**src/rtl/fnv1a_hash_bucket_select_defines.svh**
```systemverilog
// ----------------------------------------------------------------------------
// fnv1a hash bucket select assertion macros
// shared property wrappers, clocked on clk and disabled during rst
// ----------------------------------------------------------------------------
`ifndef FNV1A_HASH_BUCKET_SELECT_DEFINES_SVH
`define FNV1A_HASH_BUCKET_SELECT_DEFINES_SVH

// same-cycle implication
`define FHBS_ASSERT_NOW(label, ante, cons, msg) \
  label: assert property (@(posedge clk) disable iff (rst) (ante) |-> (cons)) \
    else $error(msg);

// next-cycle implication
`define FHBS_ASSERT_NEXT(label, ante, cons, msg) \
  label: assert property (@(posedge clk) disable iff (rst) (ante) |=> (cons)) \
    else $error(msg);

`endif

```
**src/rtl/fhbs_pkg.sv**
```systemverilog
`timescale 1ns / 1ps
// ----------------------------------------------------------------------------
// fhbs_pkg
// types, constants and the prime multiply shared by the fnv1a hash block
// ----------------------------------------------------------------------------
package fhbs_pkg;

  localparam int HASH_W   = 64;
  localparam int BUCKET_W = 32;
  localparam int BYTE_W   = 8;
  localparam int CNT_W    = $clog2(HASH_W);

  localparam logic [HASH_W-1:0] FNV_OFFSET_BASIS = 64'hCBF2_9CE4_8422_2325;
  // prime is 2^40 + 0x1b3
  localparam logic [HASH_W-1:0] FNV_PRIME        = 64'h0000_0100_0000_01B3;

  localparam logic [CNT_W-1:0] DIV_LAST = CNT_W'(HASH_W - 1);

  typedef enum logic [2:0] {
    ST_HASH = 3'b001,
    ST_DIV  = 3'b010,
    ST_WAIT = 3'b100
  } state_t;

  typedef struct packed {
    logic accept;
    logic load_direct;
    logic div_start;
    logic div_step;
    logic load_div;
  } cmd_t;

  typedef struct packed {
    logic bucket_zero;
    logic out_free;
  } sts_t;

  // multiply by the fnv prime mod 2^64 as a sum of shifted copies
  function automatic logic [HASH_W-1:0] fnv_mul_prime(input logic [HASH_W-1:0] x);
    fnv_mul_prime = (x << 40) + (x << 8) + (x << 7) + (x << 5) + (x << 4)
                  + (x << 1) + x;
  endfunction

endpackage

```
**src/rtl/fhbs_ctrl.sv**
```systemverilog
`timescale 1ns / 1ps
// ----------------------------------------------------------------------------
// fhbs_ctrl
// sequencer: byte intake, remainder steps and result hand-off
// ----------------------------------------------------------------------------
`include "fnv1a_hash_bucket_select_defines.svh"

module fhbs_ctrl
  import fhbs_pkg::*;
(
  input  logic clk,
  input  logic rst,
  input  logic in_valid,
  output logic in_ready,
  input  logic last_byte,
  input  logic empty_key,
  input  sts_t sts,
  output cmd_t cmd
);

  state_t           state, state_next;
  logic [CNT_W-1:0] cnt, cnt_next;
  logic             is_final;
  logic             is_direct;

  assign is_final  = last_byte | empty_key;
  assign is_direct = empty_key | sts.bucket_zero;

  // a final item that needs no divide must find the output slot free
  assign in_ready = (state == ST_HASH) & (~is_final | ~is_direct | sts.out_free);

  always_comb begin
    state_next      = state;
    cnt_next        = cnt;
    cmd             = '0;
    cmd.accept      = in_valid & in_ready;
    case (state)
      ST_HASH: begin
        if (cmd.accept && is_final) begin
          if (is_direct) begin
            cmd.load_direct = 1'b1;
          end else begin
            cmd.div_start = 1'b1;
            cnt_next      = '0;
            state_next    = ST_DIV;
          end
        end
      end
      ST_DIV: begin
        cmd.div_step = 1'b1;
        cnt_next     = cnt + 1'b1;
        if (cnt == DIV_LAST) begin
          state_next = ST_WAIT;
        end
      end
      ST_WAIT: begin
        if (sts.out_free) begin
          cmd.load_div = 1'b1;
          state_next   = ST_HASH;
        end
      end
      default: begin
        state_next = ST_HASH;
      end
    endcase
  end

  always_ff @(posedge clk) begin
    if (rst) begin
      state <= ST_HASH;
      cnt   <= '0;
    end else begin
      state <= state_next;
      cnt   <= cnt_next;
    end
  end

  `FHBS_ASSERT_NEXT(a_div_entry, cmd.div_start, (state == ST_DIV) && (cnt == '0), "divide did not start from step zero")
  `FHBS_ASSERT_NEXT(a_div_length, (state == ST_DIV) && (cnt == DIV_LAST), state == ST_WAIT, "divide did not end after last step")
  `FHBS_ASSERT_NOW(a_load_slot, cmd.load_direct || cmd.load_div, sts.out_free, "result loaded over a pending item")
  `FHBS_ASSERT_NEXT(a_wait_exit, (state == ST_WAIT) && sts.out_free, state == ST_HASH, "remainder result not handed off")

endmodule

```
**src/rtl/fhbs_dp.sv**
```systemverilog
`timescale 1ns / 1ps
// ----------------------------------------------------------------------------
// fhbs_dp
// running hash, bit-serial remainder unit, bucket register and output stage
// ----------------------------------------------------------------------------
module fhbs_dp
  import fhbs_pkg::*;
(
  input  logic                clk,
  input  logic                rst,
  input  logic [BYTE_W-1:0]   key_byte,
  input  logic                last_byte,
  input  logic                empty_key,
  input  logic                cfg_we,
  input  logic [BUCKET_W-1:0] cfg_wdata,
  input  cmd_t                cmd,
  output sts_t                sts,
  output logic                out_valid,
  input  logic                out_ready,
  output logic [HASH_W-1:0]   key_hash,
  output logic [BUCKET_W-1:0] bucket_index
);

  logic [HASH_W-1:0]   running_hash;
  logic [HASH_W-1:0]   hash_next;
  logic [HASH_W-1:0]   final_hash;
  logic [HASH_W-1:0]   dividend;
  logic [BUCKET_W-1:0] bucket_count;
  logic [BUCKET_W-1:0] rem;
  logic [BUCKET_W:0]   rem_sh;
  logic [BUCKET_W:0]   rem_diff;

  assign hash_next = fnv_mul_prime(running_hash ^ HASH_W'(key_byte));

  // remainder stays below the bucket count, so one extra bit covers the shift
  assign rem_sh   = {rem, dividend[HASH_W-1]};
  assign rem_diff = rem_sh - {1'b0, bucket_count};

  assign sts.bucket_zero = (bucket_count == '0);
  assign sts.out_free    = ~out_valid | out_ready;

  always_ff @(posedge clk) begin
    if (rst) begin
      running_hash <= FNV_OFFSET_BASIS;
      bucket_count <= BUCKET_W'(1);
      out_valid    <= 1'b0;
    end else begin
      if (cfg_we) begin
        bucket_count <= cfg_wdata;
      end
      if (cmd.accept) begin
        if (last_byte || empty_key) begin
          running_hash <= FNV_OFFSET_BASIS;
        end else begin
          running_hash <= hash_next;
        end
      end
      if (cmd.load_direct || cmd.load_div) begin
        out_valid <= 1'b1;
      end else if (out_ready) begin
        out_valid <= 1'b0;
      end
    end
  end

  always_ff @(posedge clk) begin
    if (cmd.div_start) begin
      final_hash <= hash_next;
      dividend   <= hash_next;
      rem        <= '0;
    end else if (cmd.div_step) begin
      dividend <= dividend << 1;
      if (!rem_diff[BUCKET_W]) begin
        rem <= rem_diff[BUCKET_W-1:0];
      end else begin
        rem <= rem_sh[BUCKET_W-1:0];
      end
    end
    if (cmd.load_direct) begin
      key_hash     <= empty_key ? '0 : hash_next;
      bucket_index <= '0;
    end else if (cmd.load_div) begin
      key_hash     <= final_hash;
      bucket_index <= rem;
    end
  end

endmodule

```
**src/rtl/fnv1a_hash_bucket_select.sv**
```systemverilog
`timescale 1ns / 1ps
// ----------------------------------------------------------------------------
// fnv1a_hash_bucket_select
// 64-bit fnv-1a key hash with bucket index reduction
// ----------------------------------------------------------------------------
// Key bytes enter one per cycle on a valid/ready channel while in_ready is
// high; the final byte (last_byte) or an empty-key marker produces one item
// with the 64-bit hash and the hash modulo bucket_count. A final byte with a
// nonzero bucket_count runs a one-bit-per-cycle remainder unit: the next item
// can be accepted only after its 64 remainder steps and the hand-off, or
// later while the output item is still held. Empty keys and a zero
// bucket_count skip the remainder and load the output register directly.
// The result sits in an output register, so the next key's bytes may start
// while it waits. Write bucket_count (cfg_we) only while the block is idle;
// it resets to 1.
// ----------------------------------------------------------------------------
module fnv1a_hash_bucket_select
  import fhbs_pkg::*;
(
  input  logic                clk,
  input  logic                rst,
  input  logic                in_valid,
  output logic                in_ready,
  input  logic [BYTE_W-1:0]   key_byte,
  input  logic                last_byte,
  input  logic                empty_key,
  output logic                out_valid,
  input  logic                out_ready,
  output logic [HASH_W-1:0]   key_hash,
  output logic [BUCKET_W-1:0] bucket_index,
  input  logic                cfg_we,
  input  logic [BUCKET_W-1:0] cfg_wdata
);

  cmd_t cmd;
  sts_t sts;

  fhbs_ctrl u_ctrl (
    .clk       (clk),
    .rst       (rst),
    .in_valid  (in_valid),
    .in_ready  (in_ready),
    .last_byte (last_byte),
    .empty_key (empty_key),
    .sts       (sts),
    .cmd       (cmd)
  );

  fhbs_dp u_dp (
    .clk          (clk),
    .rst          (rst),
    .key_byte     (key_byte),
    .last_byte    (last_byte),
    .empty_key    (empty_key),
    .cfg_we       (cfg_we),
    .cfg_wdata    (cfg_wdata),
    .cmd          (cmd),
    .sts          (sts),
    .out_valid    (out_valid),
    .out_ready    (out_ready),
    .key_hash     (key_hash),
    .bucket_index (bucket_index)
  );

endmodule

```
**config.mk**
```make
export PLATFORM = sky130hd
export DESIGN_NAME = fnv1a_hash_bucket_select
export DESIGN_NICKNAME = d
export VERILOG_FILES = /design/src/rtl/fhbs_pkg.sv /design/src/rtl/fhbs_ctrl.sv /design/src/rtl/fhbs_dp.sv /design/src/rtl/fnv1a_hash_bucket_select.sv
export VERILOG_INCLUDE_DIRS = /design/src /design/src/rtl
export SDC_FILE = /design/constraint.sdc
export NUM_CORES = 1
export LEC_CHECK = 0
export BUFFER_PORTS_ARGS = -buffer_cell sky130_fd_sc_hd__buf_2
export CORE_UTILIZATION = 50
export DETAILED_ROUTE_END_ITERATION = 16
export GPL_TIMING_DRIVEN = 1
export PLACE_DENSITY = 0.71
export SYNTH_ARGS = -nofsm -noshare
export SYNTH_HDL_FRONTEND = slang
export SYNTH_HIERARCHICAL = 1
export SYNTH_SLANG_ARGS = --single-unit
```
**constraint.sdc**
```tcl
create_clock -name clk -period 12.5 [get_ports clk]
set_input_delay 0.625 -clock clk [delete_from_list [all_inputs] [get_ports clk]]
set_output_delay 0.625 -clock clk [all_outputs]
set_load 0.02 [all_outputs]
```
**Word-level counts from Yosys, hierarchy flattened**

Cells that the tools add are included.

- Output and inout port bits: 98
- RAM bits: 0
- Register bits: 362
- Logic and storage cells: 71
- Bits in read-only memories: 0
- Latch bits: 0
- Memories: 0

- $add $sub $neg: 8
- Muxes and demuxes: 24
- Order comparisons: 0
- Equal/unequal tests: 8
- $mul: 0
- Div/mod/pow operators: 0
- Shift-type cells: 0
- Reduce and logical (&&, ||, !) cells: 10
- Bitwise operators: 11

Operators by type and width:

| kind | count |
|---|---|
| 64-bit adder | 6 |
| 64-bit two-way mux | 6 |
| 64-bit by 8-bit bitwise XOR with 64-bit output | 1 |
| 33-bit by 32-bit subtractor with 33-bit output | 1 |
| 32-bit logical NOT | 1 |
| 32-bit two-way mux | 1 |
| 3-bit two-way mux | 4 |
| 6-bit two-way mux | 2 |
| 6-bit case mux with 2 select lines | 1 |
| 3-bit case mux with 3 select lines | 1 |
| 2-bit nonzero test | 4 |
| 1-bit two-way mux | 7 |
| 6-bit by 1-bit adder with 6-bit output, second input constant | 1 |
| 6-bit == test, second input constant | 1 |
| 1-bit bitwise OR | 5 |
| 2-bit two-way mux | 2 |
| 2-bit by 1-bit != test with 1-bit output, second input constant | 2 |
| 2-bit != test, second input constant | 2 |
| 4-bit AND reduction | 1 |
| 3-bit by 1-bit == test with 1-bit output, second input constant | 1 |
| 3-bit by 2-bit == test with 1-bit output, second input constant | 1 |
| 3-bit == test, second input constant | 1 |
| 1-bit NOT | 3 |
| 3-bit AND reduction | 1 |
| 3 further kinds | 5 |

**Depth between registers and ports, before layout**

- Word-level depth: 12
- Mapped depth: 22
- Mapped depth without buffers: 22

**Hierarchy**

Netlist, hierarchy kept.

Modules (own cells, without submodules):

| module | times used | seq. area each (um2) | cells an instance | area an instance (um2) |
|---|---|---|---|---|
| fhbs_dp | 1 | 8988.6 | 2422 | 25468.2 |
| fhbs_ctrl | 1 | 180.2 | 55 | 490.5 |

**Worst setup path after synthesis**

Ideal clock, no wire load.

- Kind: input port to flip-flop
- Start point: in key_byte[4]
- End point: reg u_dp.dividend[50], data pin
- Arrival: 5365 ps
- Stages: 18
- Buffers on the path: 0
- Library setup time: 260 ps
- Path slack: 6876 ps
- Path through: xor2_1 > inv_1 > fa_1 > inv_1 > fa_1 > fa_1 > ha_1 > ha_1 > o211ai_2 > o211ai_2 > nand4_1 > a41oi_2 > a21oi_2 > o41ai_4 > a21o_1 > a31oi_1 > xnor2_2 > mux2_2

- Cells in the longest elaborated chain, start to end: 8

RTL lines:

| element | RTL line | source |
|---|---|---|
| start: declaration | fnv1a_hash_bucket_select.sv:24 | `input logic [BYTE_W-1:0] key_byte,` |
| 64-bit by 8-bit bitwise XOR with 64-bit output (*) | fhbs_dp.sv:33 | `assign hash_next = fnv_mul_prime(running_hash ^ HASH_W'(key_byte));` |
| 64-bit adder (4 in a row) | fhbs_pkg.sv:40 | `fnv_mul_prime = (x << 40) + (x << 8) + (x << 7) + (x << 5) + (x << 4)` |
| 64-bit adder | fhbs_pkg.sv:41 | `+ (x << 1) + x;` |
| 64-bit adder (*) | fhbs_pkg.sv:41 |  |
| net u_dp.hash_next[50] | fhbs_dp.sv:25 | `logic [HASH_W-1:0] hash_next;` |
| 64-bit two-way mux (*) | fhbs_dp.sv:67 | `if (cmd.div_start) begin` |
| end signal: assignment | fhbs_dp.sv:69 | `dividend <= hash_next;` |
| end signal: assignment | fhbs_dp.sv:72 | `dividend <= dividend << 1;` |
| end: declaration | fhbs_dp.sv:27 | `logic [HASH_W-1:0] dividend;` |

Mark *: on every way through the listed nets, which the timed path passes. The rest lies on a longest branch.
A chain may end at the register's enable or synchronous reset.

**Worst setup path in the final report**

- Start point: reg u_dp.running_hash[1]
- End point: reg u_dp.key_hash[61], data pin

- Cells in the longest elaborated chain, start to end: 9

RTL lines:

| element | RTL line | source |
|---|---|---|
| start: declaration | fhbs_dp.sv:24 | `logic [HASH_W-1:0] running_hash;` |
| start signal: assignment | fhbs_dp.sv:55 | `running_hash <= hash_next;` |
| 64-bit by 8-bit bitwise XOR with 64-bit output (*) | fhbs_dp.sv:33 |  |
| 64-bit adder (4 in a row) | fhbs_pkg.sv:40 |  |
| 64-bit adder | fhbs_pkg.sv:41 |  |
| 64-bit adder (*) | fhbs_pkg.sv:41 |  |
| 64-bit two-way mux (*) | fhbs_dp.sv:80 | `key_hash <= empty_key ? '0 : hash_next;` |
| 64-bit two-way mux (*) | fhbs_dp.sv:79 | `if (cmd.load_direct) begin` |
| end signal: assignment | fhbs_dp.sv:80 |  |
| end signal: assignment | fhbs_dp.sv:83 | `key_hash <= final_hash;` |
| end: declaration | fhbs_dp.sv:20 | `output logic [HASH_W-1:0] key_hash,` |

Mark *: on every way between the ends. The rest lies on a longest branch, timed or not.

==> key figures <==
Die
  – Starting Density: 0.5060
  – Row cnt: 83
  – Die area: around 53,000 sq um
  – Top-Level Pins: 145
  – Die Y-Extent: ~230 um
  – Die X-Extent: 229.9 um
  – CORE AREA: 51,300 sq um

Synthesis
  – Yosys top cell area share: 0.2221
  – Gate Count Post-Synth: approximately 2,500
  – Main synth FF type: edfxtp_1
  – Syn Area/Cell: 10.48 sq um
  – Synthesized net count: between 2,000 and 3,000
  – Synth unique cells: 82
  – #FFs+latches synth: around 360
  – Post-synthesis sequential area ratio: 0.3532
  – Synthesized area: approximately 26,000 sq um
  – Async SR Flop Fraction: 0
  – Area contributors post-synth: edfxtp_1 22%, fa_1 19%, dfxtp_1 13%
  – Most frequent cell after synthesis: inv_1
  – EDFF count, synth: 192
  – Yosys warns: 6
  – Cell taking the most area after synthesis: edfxtp_1
  – Top cells by count, synth: 445 x inv_1, 246 x fa_1, 192 x edfxtp_1, 179 x nor2_1, 170 x dfxtp_1

CTS
  – CTS sink count: approximately 360
  – Total CTS buffers: 42
  – Worst-case clock buffer depth: 3
  – Clock Latency Late Sink: 0.58 ns
  – H-tree depth: 2
  – Post-CTS setup buffer count: 0
  – Cts repair resizes: 0
  – CTS root buf: clkbuf_16
  – TritonCTS clock tree: yes
  – Hold_buf cts: 0
  – Clock slew at reported path FFs: about 0.06 ns

Global route
  – Met3 Use GR: 0.04253
  – Vias in the first global route: ~19,000
  – Largest net degree at the start of global routing: 81
  – Busiest grt layer: met2
  – GR Overflow Total: 0
  – Initial antenna violation count: 1
  – First-pass GRT wire length: ~100,000 um
  – M2 GR Usage: 0.4062
  – GRT met1 Usage: 0.3439
  – Overall Global Routing Usage: 0.2512

Layout
  – Layout area overhead: 10.78%
  – Post-route cell area: approximately 29,000 sq um
  – Sequential cell area: 9169 sq um
  – Core Util, Final: 0.5605
  – Nets: about 3,000
  – ANT cells: 0
  – Fillers: between 4,000 and 5,000
  – Area of the multi-input gates: between 10,000 and 15,000 sq um
  – Layout cells sized above 1: 0.1308

STA
  – Final setup vio count: 0
  – Final max-slew violation count: 0
  – Total negative slack: 0 ns
  – Clock skew: roughly 0.031 ns
  – Highest clock rate: ~0.16 GHz
  – RSZ-0062 raised after global routing: false
  – Final worst path period need: 6.401 ns
  – Fin crit share: 0.5121
  – Worst Tran Pin Value: around 1.1 ns
  – Final Hold Fails: 0
  – Worst slew margin: 0.2424

Drt
  – DRC violations left: 0
  – Drt initial violations: ~1,300
  – Vias: roughly 18,000
  – Final wirelength: 65,040 um
  – Vias per cell: between 5 and 6
  – DR WL/cell: between 15 and 20 um
  – Final ANT Viol Nets: 0
  – Drt pass-1 iters: 5

Setup path
  – Worst-path fanout max: 6
  – CP cell instances: xor2_1, clkinv_1, xnor2_1, ha_1, inv_1, fa_1, inv_1, ha_1, ha_1, ha_1, inv_1, fa_1, nand2b_1, a21o_1, a31o_2, a2111oi_0, a211oi_1, o21ai_1, nand2_1, a22oi_1, xnor2_1, o2bb2ai_1
  – Crit. End Element: register
  – Most used cell, CP: ha_1
  – CP peak stage delay: 0.50 ns
  – Critical path launch point type: register
  – Setup Crit Path Kind: reg -> reg
  – R2R cell count: 22
  – Req. time, crit path: approximately 13 ns
  – Worst EP arrival: ~6.7 ns
  – CP max-delay cell: xnor2_1

Placement
  – Hpwl dp: about 49,000 um
  – Count of input and output buffers: 144
  – DP Area: roughly 27,000 sq um
  – Routability cong.: about 0.95

Min path
  – Hold Path Class: in -> reg
  – Hold Crit Depth: 3

Status
  – Status: finished clean

Flow run
  – Max Cap Viol: 0
## layer usage
layer	share of wire	up-vias	wire, um
met5	0	-	0
met4	0.031	0	1991
met3	0.057	124	3685
met2	0.47	513	30570
met1	0.44	9076	28800
li1	-	8590	-
## final timing paths
kind	from	end	slack (ns)
max reg2reg	u_dp/running_hash[1]	u_dp/key_hash[61]	6.10
min	cfg_wdata[9]	u_dp/bucket_count[9]	0.29
min reg2reg	u_dp/running_hash[48]	u_dp/running_hash[48]	0.48
max	u_dp/running_hash[1]	u_dp/key_hash[61]	6.10
## layout make-up
type	count	share of cell area
timing repair buffer	164	0.03028
sequential	362	0.3188
clock buffer	52	0.03964
inverter	448	0.05865
multi-input combinational	1570	0.5125
clock inverter	26	0.01049
tap	680	0.02959
## registers in the layout, indices dropped and copies added (netlist names)
signal and cells:
u_ctrl/cnt 6, u_ctrl/state 3, u_dp/bucket_count 32, u_dp/bucket_index 32, u_dp/dividend 64, u_dp/final_hash 64, u_dp/key_hash 64, u_dp/out_valid 1
u_dp/rem 32, u_dp/running_hash 64
## per-stage QoR
| stage | hold slack [ns] | instances | setup WS [ns] |
|---|---|---|---|
| after floorplan | 0.4424 | 2477 | 6.876 |
| after global placement | 0.4610 | 3224 | 5.919 |
| after detailed placement | 0.4642 | 3224 | 5.794 |
| after CTS | 0.2573 | 3302 | 6.153 |
| after global routing | 0.2821 | 3302 | 5.711 |
| final | 0.2904 | 3302 | 6.099 |
## placed cells by master (no fill, tap or decap), types with 8 or more instances in the layout
cell type  Yosys  final
a211oi_1      22     22
a21o_1        45     45
a21oi_1      105    105
a22o_1        57     57
a22oi_1       29     29
a31o_2        12     12
a31oi_1       12     12
and3_1         9      9
buf_2          7    144
buf_4          3     20
clkbuf_16      0     43
dfxtp_1      170    170
edfxtp_1     192    192
fa_1         246    246
ha_1         143    143
inv_1        445    441
mux2_2        62     62
mux2i_1       86     86
nand2_1       88     88
nand2b_1      30     30
nand3_1       18     18
nand4_1       27     27
nor2_1       179    176
nor2b_1       28     28
nor3_1        18     17
nor4_1        16     16
o211ai_1       8      8
o21a_1        13     13
o21ai_0       61     61
o21ai_1        9      9
o21bai_1      12     12
o22ai_1       21     21
xnor2_1       69     69
xor2_1        34     34
## cells by family (layout without fill, tap and decap cells)
logic type	count (synthesis)	after routing	synth area share
AOI/OAI and AO/OA	473	473	0.1272
DFF	362	362	0.3532
xor gates and xnor gates	105	105	0.03644
buffers and inverters	545	690	0.07991
adders and majority gates	389	389	0.2586
and+or+nand+nor	455	455	0.08449
muxes	148	148	0.06006
## worst max-delay path: cells and delay by family (launching register included)
family | cells | cell delay [ns]
adders and majority gates | 6 | 1.83
buffers and inverters | 4 | 0.62
AOI/OAI and AO/OA | 7 | 1.85
xor gates and xnor gates | 3 | 1.17
and+or+nand+nor | 2 | 0.34
DFF | 1 | 0.34
Power is not shown: default switching activity piles up to over one toggle a cycle in this logic, so the estimate is an artifact.
